===== src/design/heap_sort_engine_macros.svh =====
// Assertion macros shared by the heap sort engine RTL.
`ifndef HEAP_SORT_ENGINE_MACROS_SVH
`define HEAP_SORT_ENGINE_MACROS_SVH
`ifndef ASSERT_OFF
// Same-cycle implication, disabled while reset is high.
`define HSE_ASSERT_IMPL(label, clk, rst, ante, cons) \
   label: assert property (@(posedge clk) disable iff (rst) (ante) |-> (cons)) \
      else $error("%m: same-cycle check failed");
// Next-cycle implication, disabled while reset is high.
`define HSE_ASSERT_NEXT(label, clk, rst, ante, cons) \
   label: assert property (@(posedge clk) disable iff (rst) (ante) |=> (cons)) \
      else $error("%m: next-cycle check failed");
`else
`define HSE_ASSERT_IMPL(label, clk, rst, ante, cons)
`define HSE_ASSERT_NEXT(label, clk, rst, ante, cons)
`endif
`endif


===== src/design/hse_pkg.sv =====
// Types and constants of the heap sort engine.
package hse_pkg;

   localparam int DEPTH   = 64;
   localparam int IDX_W   = $clog2(DEPTH);
   localparam int CNT_W   = $clog2(DEPTH + 1);
   localparam int CHILD_W = IDX_W + 1;
   localparam int DATA_W  = 32;

   typedef struct packed {
      logic signed [DATA_W-1:0] value;
      logic                     last;
   } req_payload_type;

   typedef struct packed {
      logic signed [DATA_W-1:0] sorted_value;
      logic                     last_out;
      logic                     overflow;
   } rsp_payload_type;

   typedef struct packed {
      logic              we;
      logic [IDX_W-1:0]  waddr;
      logic [DATA_W-1:0] wdata;
      logic              re;
      logic [IDX_W-1:0]  raddr;
   } mem_cmd_type;

endpackage


===== src/design/heap_sort_engine.sv =====
// Heap sort engine top level: element memory, sequencer and output register.
//
//   channel | direction | word                        | handshake
//   req     | in        | value, last                 | req_valid / req_ready
//   rsp     | out       | sorted_value, last_out, ovf | rsp_valid / rsp_ready
//
// Loading takes one word per cycle; req_ready stays low from the last word
// until the final result has been loaded into the output register.
// Sorting is bound by the single memory read port.
// Readout loads each result from memory into the output register.
// Reset is synchronous and clears only the sequencer state, the fill count,
// the overflow-seen flag and rsp_valid; the memory is not cleared. rsp_ready low holds the result and stalls readout.
`include "heap_sort_engine_macros.svh"
module heap_sort_engine (
   input  logic                     clock,
   input  logic                     reset,
   input  logic                     req_valid,
   output logic                     req_ready,
   input  hse_pkg::req_payload_type req_data,
   output logic                     rsp_valid,
   input  logic                     rsp_ready,
   output hse_pkg::rsp_payload_type rsp_data
);
   import hse_pkg::*;

   mem_cmd_type     mem_cmd;
   logic [31:0]     rd_data;
   logic            out_free;
   logic            out_load;
   rsp_payload_type out_word;
   logic            rsp_valid_ff, rsp_valid_in;
   rsp_payload_type rsp_data_ff;

   hse_ram #(
      .WIDTH (DATA_W),
      .DEPTH (DEPTH)
   ) u_ram (
      .clock   (clock),
      .wr_en   (mem_cmd.we),
      .wr_addr (mem_cmd.waddr),
      .wr_data (mem_cmd.wdata),
      .rd_en   (mem_cmd.re),
      .rd_addr (mem_cmd.raddr),
      .rd_data (rd_data)
   );

   hse_sorter u_sorter (
      .clock     (clock),
      .reset     (reset),
      .req_valid (req_valid),
      .req_ready (req_ready),
      .req_data  (req_data),
      .rd_data   (rd_data),
      .out_free  (out_free),
      .mem_cmd   (mem_cmd),
      .out_load  (out_load),
      .out_word  (out_word)
   );

   // output register: free when empty or being taken this cycle
   assign out_free = ~rsp_valid_ff | rsp_ready;

   always_comb begin
      rsp_valid_in = rsp_valid_ff;
      if (out_load) begin
         rsp_valid_in = 1'b1;
      end else if (rsp_ready) begin
         rsp_valid_in = 1'b0;
      end
   end

   always_ff @(posedge clock) begin
      if (reset) begin
         rsp_valid_ff <= 1'b0;
      end else begin
         rsp_valid_ff <= rsp_valid_in;
      end
      if (out_load) begin
         rsp_data_ff <= out_word;
      end
   end

   assign rsp_valid = rsp_valid_ff;
   assign rsp_data  = rsp_data_ff;

   `HSE_ASSERT_IMPL(a_no_overwrite, clock, reset, out_load, !rsp_valid_ff)

endmodule


===== src/design/hse_ram.sv =====
// Generic single-write, single-read RAM with registered read data.
module hse_ram #(
   parameter int WIDTH = 32,
   parameter int DEPTH = 64
) (
   input  logic                     clock,
   input  logic                     wr_en,
   input  logic [$clog2(DEPTH)-1:0] wr_addr,
   input  logic [WIDTH-1:0]         wr_data,
   input  logic                     rd_en,
   input  logic [$clog2(DEPTH)-1:0] rd_addr,
   output logic [WIDTH-1:0]         rd_data
);

   logic [WIDTH-1:0] mem_ff [DEPTH];
   logic [WIDTH-1:0] rd_data_ff;

   // write port and registered read port
   always_ff @(posedge clock) begin
      if (wr_en) begin
         mem_ff[wr_addr] <= wr_data;
      end
      if (rd_en) begin
         rd_data_ff <= mem_ff[rd_addr];
      end
   end

   assign rd_data = rd_data_ff;

endmodule


===== src/design/hse_sorter.sv =====
// Load, heapsort and readout sequencer working on the element memory.
`include "heap_sort_engine_macros.svh"
module hse_sorter (
   input  logic                     clock,
   input  logic                     reset,
   input  logic                     req_valid,
   output logic                     req_ready,
   input  hse_pkg::req_payload_type req_data,
   input  logic [31:0]              rd_data,
   input  logic                     out_free,
   output hse_pkg::mem_cmd_type     mem_cmd,
   output logic                     out_load,
   output hse_pkg::rsp_payload_type out_word
);
   import hse_pkg::*;

   typedef enum logic [3:0] {
      ST_LOAD,
      ST_SD_TOP,
      ST_SD_HELD,
      ST_SD_CHILD,
      ST_SD_C1,
      ST_SD_C2,
      ST_SD_CMP,
      ST_SD_NEXT,
      ST_SW_RD0,
      ST_SW_RDK,
      ST_SW_WR,
      ST_EMIT_RD,
      ST_EMIT_LD
   } state_type;

   state_type                state_ff, state_in;
   logic [CNT_W-1:0]         fill_count_ff, fill_count_in;
   logic                     ovf_seen_ff, ovf_seen_in;
   logic                     set_ovf_ff, set_ovf_in;
   logic [IDX_W-1:0]         last_idx_ff, last_idx_in;
   logic [IDX_W-1:0]         k_ff, k_in;
   logic [IDX_W-1:0]         top_ff, top_in;
   logic [IDX_W-1:0]         end_ff, end_in;
   logic signed [DATA_W-1:0] held_ff, held_in;
   logic signed [DATA_W-1:0] cval_ff, cval_in;
   logic [IDX_W-1:0]         cidx_ff, cidx_in;
   logic                     build_ff, build_in;
   logic [IDX_W-1:0]         out_idx_ff, out_idx_in;

   logic                     room;
   logic [CNT_W-1:0]         count_w;
   logic [CNT_W-1:0]         count_m1;
   logic [IDX_W-1:0]         new_last;
   logic [CHILD_W-1:0]       child_w;
   logic signed [DATA_W-1:0] rd_signed;

   // store address arithmetic
   assign room      = (fill_count_ff < CNT_W'(DEPTH));
   assign count_w   = fill_count_ff + CNT_W'(room);
   assign count_m1  = count_w - CNT_W'(1);
   assign new_last  = count_m1[IDX_W-1:0];
   assign child_w   = {top_ff, 1'b1};
   assign rd_signed = $signed(rd_data);

   // next-state and memory command
   always_comb begin
      state_in      = state_ff;
      fill_count_in = fill_count_ff;
      ovf_seen_in   = ovf_seen_ff;
      set_ovf_in    = set_ovf_ff;
      last_idx_in   = last_idx_ff;
      k_in          = k_ff;
      top_in        = top_ff;
      end_in        = end_ff;
      held_in       = held_ff;
      cval_in       = cval_ff;
      cidx_in       = cidx_ff;
      build_in      = build_ff;
      out_idx_in    = out_idx_ff;
      mem_cmd       = '0;
      req_ready     = 1'b0;
      out_load      = 1'b0;
      out_word.sorted_value = rd_signed;
      out_word.last_out     = (out_idx_ff == last_idx_ff);
      out_word.overflow     = set_ovf_ff;

      case (state_ff)
         // take one word a cycle, drop it when the store is full
         ST_LOAD: begin
            req_ready = 1'b1;
            if (req_valid) begin
               if (room) begin
                  mem_cmd.we    = 1'b1;
                  mem_cmd.waddr = fill_count_ff[IDX_W-1:0];
                  mem_cmd.wdata = req_data.value;
                  fill_count_in = count_w;
               end else begin
                  ovf_seen_in = 1'b1;
               end
               if (req_data.last) begin
                  set_ovf_in    = ovf_seen_ff | ~room;
                  last_idx_in   = new_last;
                  k_in          = new_last >> 1;
                  build_in      = 1'b1;
                  fill_count_in = '0;
                  ovf_seen_in   = 1'b0;
                  state_in      = ST_SD_TOP;
               end
            end
         end
         // start a heap-build sift at node k
         ST_SD_TOP: begin
            mem_cmd.re    = 1'b1;
            mem_cmd.raddr = k_ff;
            top_in        = k_ff;
            end_in        = last_idx_ff;
            state_in      = ST_SD_HELD;
         end
         ST_SD_HELD: begin
            held_in  = rd_signed;
            state_in = ST_SD_CHILD;
         end
         // leaf reached: settle the held value, else fetch the left child
         ST_SD_CHILD: begin
            if (child_w > {1'b0, end_ff}) begin
               mem_cmd.we    = 1'b1;
               mem_cmd.waddr = top_ff;
               mem_cmd.wdata = held_ff;
               state_in      = ST_SD_NEXT;
            end else begin
               mem_cmd.re    = 1'b1;
               mem_cmd.raddr = child_w[IDX_W-1:0];
               cidx_in       = child_w[IDX_W-1:0];
               state_in      = ST_SD_C1;
            end
         end
         // hold the left child, fetch the right one if it exists
         ST_SD_C1: begin
            cval_in = rd_signed;
            if (cidx_ff < end_ff) begin
               mem_cmd.re    = 1'b1;
               mem_cmd.raddr = cidx_ff + IDX_W'(1);
               state_in      = ST_SD_C2;
            end else begin
               state_in = ST_SD_CMP;
            end
         end
         // keep the larger child
         ST_SD_C2: begin
            if (cval_ff < rd_signed) begin
               cval_in = rd_signed;
               cidx_in = cidx_ff + IDX_W'(1);
            end
            state_in = ST_SD_CMP;
         end
         // move the child up and descend, or settle the held value
         ST_SD_CMP: begin
            mem_cmd.we    = 1'b1;
            mem_cmd.waddr = top_ff;
            if (held_ff < cval_ff) begin
               mem_cmd.wdata = cval_ff;
               top_in        = cidx_ff;
               state_in      = ST_SD_CHILD;
            end else begin
               mem_cmd.wdata = held_ff;
               state_in      = ST_SD_NEXT;
            end
         end
         // advance through build, then extraction, then readout
         ST_SD_NEXT: begin
            if (build_ff) begin
               if (k_ff == '0) begin
                  build_in = 1'b0;
                  if (last_idx_ff == '0) begin
                     out_idx_in = '0;
                     state_in   = ST_EMIT_RD;
                  end else begin
                     k_in     = last_idx_ff;
                     state_in = ST_SW_RD0;
                  end
               end else begin
                  k_in     = k_ff - IDX_W'(1);
                  state_in = ST_SD_TOP;
               end
            end else begin
               if (k_ff == IDX_W'(1)) begin
                  out_idx_in = '0;
                  state_in   = ST_EMIT_RD;
               end else begin
                  k_in     = k_ff - IDX_W'(1);
                  state_in = ST_SW_RD0;
               end
            end
         end
         // swap root and slot k, then sift the new root over 0..k-1
         ST_SW_RD0: begin
            mem_cmd.re    = 1'b1;
            mem_cmd.raddr = '0;
            state_in      = ST_SW_RDK;
         end
         ST_SW_RDK: begin
            cval_in       = rd_signed;
            mem_cmd.re    = 1'b1;
            mem_cmd.raddr = k_ff;
            state_in      = ST_SW_WR;
         end
         ST_SW_WR: begin
            held_in       = rd_signed;
            mem_cmd.we    = 1'b1;
            mem_cmd.waddr = k_ff;
            mem_cmd.wdata = cval_ff;
            top_in        = '0;
            end_in        = k_ff - IDX_W'(1);
            state_in      = ST_SD_CHILD;
         end
         // read the next word once the output register frees up
         ST_EMIT_RD: begin
            if (out_free) begin
               mem_cmd.re    = 1'b1;
               mem_cmd.raddr = out_idx_ff;
               state_in      = ST_EMIT_LD;
            end
         end
         ST_EMIT_LD: begin
            out_load = 1'b1;
            if (out_idx_ff == last_idx_ff) begin
               state_in = ST_LOAD;
            end else begin
               out_idx_in = out_idx_ff + IDX_W'(1);
               state_in   = ST_EMIT_RD;
            end
         end
         default: begin
            state_in = ST_LOAD;
         end
      endcase
   end

   // state and working registers
   always_ff @(posedge clock) begin
      if (reset) begin
         state_ff      <= ST_LOAD;
         fill_count_ff <= '0;
         ovf_seen_ff   <= 1'b0;
      end else begin
         state_ff      <= state_in;
         fill_count_ff <= fill_count_in;
         ovf_seen_ff   <= ovf_seen_in;
      end
      set_ovf_ff  <= set_ovf_in;
      last_idx_ff <= last_idx_in;
      k_ff        <= k_in;
      top_ff      <= top_in;
      end_ff      <= end_in;
      held_ff     <= held_in;
      cval_ff     <= cval_in;
      cidx_ff     <= cidx_in;
      build_ff    <= build_in;
      out_idx_ff  <= out_idx_in;
   end

   `HSE_ASSERT_IMPL(a_no_rw_clash, clock, reset, mem_cmd.we && mem_cmd.re, mem_cmd.waddr != mem_cmd.raddr)
   `HSE_ASSERT_IMPL(a_sort_wr_in_set, clock, reset, mem_cmd.we && state_ff != ST_LOAD, mem_cmd.waddr <= last_idx_ff)
   `HSE_ASSERT_NEXT(a_close_set, clock, reset, req_valid && req_ready && req_data.last, state_ff == ST_SD_TOP && fill_count_ff == '0 && !ovf_seen_ff)

endmodule


===== config.mk =====
export PLATFORM = sky130hd
export DESIGN_NAME = heap_sort_engine
export DESIGN_NICKNAME = d
export VERILOG_FILES = /design/src/design/hse_pkg.sv /design/src/design/heap_sort_engine.sv /design/src/design/hse_ram.sv /design/src/design/hse_sorter.sv
export VERILOG_INCLUDE_DIRS = /design/src /design/src/design
export SDC_FILE = /design/constraint.sdc
export NUM_CORES = 2
export LEC_CHECK = 0
export ABC_AREA = 1
export BUFFER_PORTS_ARGS = -buffer_cell sky130_fd_sc_hd__buf_4
export CAP_MARGIN = 15
export CORE_UTILIZATION = 26
export DETAILED_ROUTE_END_ITERATION = 8
export PLACE_DENSITY = 0.47
export REMOVE_ABC_BUFFERS = 1
export SLEW_MARGIN = 15
export SYNTH_ARGS = -nofsm -noshare
export SYNTH_HDL_FRONTEND = slang
export SYNTH_SLANG_ARGS = --single-unit

===== constraint.sdc =====
create_clock -name clock -period 6 [get_ports clock]
set_input_delay 0 -clock clock [delete_from_list [all_inputs] [get_ports clock]]
set_output_delay 0 -clock clock [all_outputs]
set_load 0.02 [all_outputs]

Word level (Yosys, flattened, before mapping)
Memories as Yosys holds them, arrays and structs flattened. A register that Yosys moved wholly into a read port is not among the register bits. Cells that the tools add are included. W data, S select, Z words.

Memories: 1. Output and inout port bits: 36. Bits of input ports: 37. Memory bits (read-only): 0. Register bits: 149. Logic and storage cells: 140. Bits in writable memories: 2048. Latch bits: 0.

Memories: u_ram.mem_ff (depth 64, bits a word 32, read ports 1, clocked after memory_dff 1, wr ports 1, line hse_ram.sv:15) `logic [WIDTH-1:0] mem_ff [DEPTH];`.

Mux-type cells: 57. Order comparisons: 5. Equal/unequal tests: 27. Bitwise gates (word level): 4. $add $sub $neg: 5. $mul: 0. Div/mod/pow operators: 0. Shift operators: 0. Reductions and logical operators: 24.

Operator list (number): $pmux W39 S4 (1); $mux W39 (3); $mux W6 (14); $lt A32 B32 Y1 (2); $mux W32 (2); $pmux W32 S2 (1); $pmux W4 S12 (1); $pmux W6 S2 (4); $mux W7 (5); $pmux W7 S5 (1); $mux W4 (6); $eq A4 B4 Y1 const B (5); $pmux W6 S3 (1); $reduce_and A3 Y1 (6); $eq A4 B3 Y1 const B (4); $reduce_bool A2 Y1 (7); $add A6 B1 Y6 const B (2); $logic_not A6 Y1 (2); $mux W1 (12); $ne A2 B2 Y1 const B (6); $sub A6 B1 Y6 const B (2); $reduce_and A5 Y1 (2); $eq A4 B2 Y1 const B (2); $mux W2 (4); other kinds (20) (27).

Logic depth before layout (Yosys ltp)
Depth after elaboration: 6. Depth in mapped cells: 20. Gate-level depth less buffers: 17.

Modules after synthesis
From an unflattened synthesis, not the netlist that was laid out.

Cells, all modules: 7828. Area, all modules: 92313.5 µm².

By module, submodules not included: hse_ram (cells an instance 6769, instances 1, sequential area each 62459.9 µm², area an instance 83058.4 µm²); hse_sorter (cells an instance 1020, instances 1, sequential area each 3303.2 µm², area an instance 8191.6 µm²); heap_sort_engine (cells an instance 39, instances 1, sequential area each 1041.0 µm², area an instance 1063.5 µm²).

Worst setup path before layout
No wires, ideal clock.

Path kind: flip-flop to flip-flop. From: register u_sorter.top_ff[4]. To: memory u_ram.mem_ff[33][0] (enable). Cell stages (with the launch flop): 12. Path buffers: 0. Data required time: 5.499 ns. Setup time: 0.501 ns. Slack: 0.402 ns. Period minus slack after synthesis: 5.598 ns. Arrival time: 5.097 ns. Cell sequence: edfxtp_1 -> ha_1 -> nand2_1 -> nor2_1 -> nand4_1 -> nand2_1 -> inv_1 -> nand2_1 -> nand2_1 -> a21boi_0 -> inv_1 -> nor4_1.

Word-level cells in the longest chain between the ends: 5.

Ends and longest elaborated chain: start: declaration (line hse_sorter.sv:39) `logic [IDX_W-1:0] top_ff, top_in;`; start signal: assignment (line hse_sorter.sv:250) `top_ff <= top_in;`; $gt A7 B6 Y1 (line hse_sorter.sv:122) `if (child_w > {1'b0, end_ff}) begin`; $mux W39 (line hse_sorter.sv:122); $pmux W39 S4 (*) (line hse_sorter.sv:84) `case (state_ff)`; $mux W1 (line hse_ram.sv:20) `if (wr_en) begin`; $mux W1 (not written as such) (line hse_ram.sv:21) `mem_ff[wr_addr] <= wr_data;`; end: declaration (line hse_ram.sv:15).

Mark *: on every way between the ends. The rest lies on a longest branch, timed or not.

Worst setup path after layout
From: register u_sorter.top_ff[4]. To: register u_ram.rd_data_ff[3], in the netlist u_ram.rd_data[3] (read register of u_ram.mem_ff), data pin.

Word-level cells in the longest chain between the ends: 3.

Ends and longest elaborated chain: $gt A7 B6 Y1 (line hse_sorter.sv:122); $mux W7 (*) (line hse_sorter.sv:122); $pmux W7 S5 (*) (line hse_sorter.sv:84); end: declaration (line hse_ram.sv:16) `logic [WIDTH-1:0] rd_data_ff;`.

Marks and branches as above. A chain may end at the register's enable or synchronous reset.

==> flow_summary.toml <==
[layout]
layout-drive-gt1-share = 0.0830
final_core_util = 0.303
final_nets = 9785
syn_to_final_growth_pct = 15.8

[clocking]
cts_tree = "yes"
clock_latency_ns = 0.96
clk_pin_slew_worst_paths_ns = 0.06
root_buffer = "clkbuf_16"
cts_buffer_depth = 4
post_cts_resized = 0
h-tree-depth = 4
cts-buffers-inserted = 245
clock-sinks = 2229

[detailed_routing]
vias = 71000
routed_wl_um = 324000
drtIter0Drc = 6342
dr.pass1.iters = 7
wl_per_cell_um = 21.5
drc_errors = 0
ant_nets = 0
vias_per_cell = 4.72

[floorplanning]
dieHeight_um = 625
rows = 228
start_util = 0.261
die_area_um2 = 391000
die_w_um = 625
fp.coreArea_um2 = 386000
io_pins = 73

[synthesis]
ys_types = 43
synth-simple-area-share = 0.203
synthTopCellsByArea = "edfxtp_1 66%, nand3_1 8.7%, inv_1 7.4%"
syn_inst = 9686
async_reset_ff_frac = 0
synth_top_family_by_area = "simple AND/OR/NAND/NOR gates"
syn-cell-area_um2 = 101000
synthAdderAreaFrac = 0.00979
synthMuxAreaShare = 0
synthFlopType = "edfxtp_1"
avgSynthCellArea_um2 = 10.4
synth-xor-area-share = 0.00148
ys_seq_area_frac = 0.662
synth_top_area_frac = 0.659
yosysWarnings = 0
yosysTopAreaCell = "edfxtp_1"
synth-edff-count = 2216
ys_ff_latch = 2229
synth_compound_area_frac = 0.0226

[timing]
hold_viol = 0
worst_pin_slew_ns = 1.11
whs_ns = 0.0661
fin_crit_sh = 0.871
setup_viol = 0
slew_viol_final = 0
maxSlewHeadroom = 0.262
clock_skew_ns = 0.0839
fin_setup_tns_ns = 0
grt_setup_unrepaired = "no"
fin_ws_ns = 0.773
fin_crit_ns = 5.23
max_freq_mhz = 191

[power]
max-vdd-ir-drop_mv = 0.261
p_leak_uw = 0.0462
p_per_area_nw_per_um2 = 379

[grt]
grt_use_total = 0.161
grt_antenna_before_repair = 6
grt_max_degree = 162
busiest_layer = "met2"
grt.met2_usage = 0.268
overflow = 0
grt_pass1_vias = 68000
met3_usage = 0.0199
grt_pass1_wl_um = 473000
grt_util_met1 = 0.220

[setup_path]
arrival_ns = 5.87
cp_max_fo = 41
worst_setup_path_end_kind = "register"
required_ns = 6.64
critical_path_class = "register to register"
start_kind = "register"

[outcome]
status = "finished clean"

[job]
max_cap_viol_count = 0

[min_path]
holdCritPathClass = "input pin to register"

[place]
dp_slack_ns = 0.887
place_congestion = 0.853
hpwl_um = 185000
port_buffers = 72
cell type report:
| cell class | instances | area [µm²] |
|---|---|---|
| Sequential cell | 2229 | 66800 |
| Inverter | 1994 | 7500 |
| Clock buffer | 311 | 6480 |
| Timing Repair Buffer | 366 | 3640 |
| Clock inverter | 142 | 1330 |
| Multi-Input combinational cell | 4833 | 24600 |
| Antenna cell | 4 | 10.0 |
| Tap cell | 5175 | 6470 |
| Fill cell | 39300 | 269000 |
worst max-delay path, stage by stage (launching register included):
cell and delay (ns):
edfxtp_1 0.52, ha_1 0.36, nand2_1 0.06, nor2_1 0.18, nand2_1 0.13, nand3_1 0.14
nand2_1 0.19, nand2_8 0.38, nand3_4 0.80, buf_12 0.48, buf_12 0.21, buf_4 0.19
nand2_1 0.05, o21ai_0 0.07, nand2_1 0.06, nand3_1 0.08, nand3_1 0.13, nand3_1 0.28
nand3_1 0.47, nand2_1 0.09
state kept, by name, indices dropped and copies added (netlist names):
signal                  cells
rsp_data                   34
rsp_valid                   1
u_ram.mem_ff             2048
u_ram.rd_data              32
u_sorter.build_ff           1
u_sorter.cidx_ff            6
u_sorter.cval_ff           32
u_sorter.end_ff             6
u_sorter.fill_count_ff      7
u_sorter.held_ff           32
u_sorter.k_ff               6
u_sorter.last_idx_ff        6
u_sorter.out_idx_ff         6
u_sorter.ovf_seen_ff        1
u_sorter.set_ovf_ff         1
u_sorter.state_ff           4
u_sorter.top_ff             6
layout by cell type, fill, tap and decap left out, drive strengths merged, types with 12 or more instances in the layout:
master          n
nor2          306
clkbuf        311
xor2           14
dfxtp          13
nand2        1500
nor3           13
buf           354
clkinv        109
ha             79
nand4         760
o211ai         69
edfxtp       2216
a21oi          58
nand3        1763
inv          1997
dlygate4sd3    12
bufinv         22
a22oi          39
o21ai         201
Yosys cell counts, drive strengths merged, types with 2 or more instances:
master,n
a211oi,2
nand2,1500
a22oi,39
dfxtp,13
o221ai,2
xnor2,3
clkbuf,329
inv,1993
o21ai,201
a21boi,4
o31ai,2
or2,2
ha,79
nor4,4
xor2,14
nor3,13
nand3,1763
nor2,306
a21oi,58
nand4,760
buf,301
edfxtp,2216
o211ai,69
o21a,2
o22ai,4
worst paths after layout:
kind | to | from | depth (start not counted) | slack (ns)
worst min register to register | rsp_data[0]$_DFFE_PP_ | u_sorter.set_ovf_ff$_DFFE_PP_ | 0 | 0.43
worst min-delay path | u_ram.mem_ff[35][21]$_DFFE_PP_ | req_data[22] | 5 | 0.07
worst max register to register | u_ram.rd_data[3]$_DFFE_PP_ | u_sorter.top_ff[4]$_DFFE_PP_ | 19 | 0.77
worst max-delay path | u_ram.rd_data[3]$_DFFE_PP_ | u_sorter.top_ff[4]$_DFFE_PP_ | 19 | 0.77
where the power goes:
| group | switching (µW) | internal [µW] |
|---|---|---|
| Combinational | 7750 | 2650 |
| Clock | 6380 | 8550 |
| Sequential | 341 | 18600 |
stage by stage:
stage / power, µW / instances / cell area, µm²
detailed placement: 29600 / 14600 / 109000
global route: 46000 / 15100 / 117000
floorplan: 25900 / 9056 / 98200
global placement: 29500 / 14600 / 109000
CTS: 44500 / 15100 / 117000
finish: 44200 / 15100 / 117000
routing by layer:
layer  share of wire  routed length (µm)
met4           0.024                7670
met2            0.47              154000
met3           0.060               19400
met1            0.44              144000
met5        0.000025                   8
cell families (layout without fill, tap and decap cells):
group | after synthesis | in the layout
and+or+nand+nor | 4349 | 4349
buffers and inverters | 2624 | 2813
DFF | 2229 | 2229
AOI/OAI and AO/OA | 388 | 388
adders and majority gates | 79 | 79
xor gates and xnor gates | 17 | 17
other | 0 | 4
repair_timing:
action / in CTS / in global routing
hold buffers: 12 / 0
endpoints found under the hold margin: 57 / 0
setup buffers: 0 / 0
Note: power is estimated with default switching activity, not from simulation.
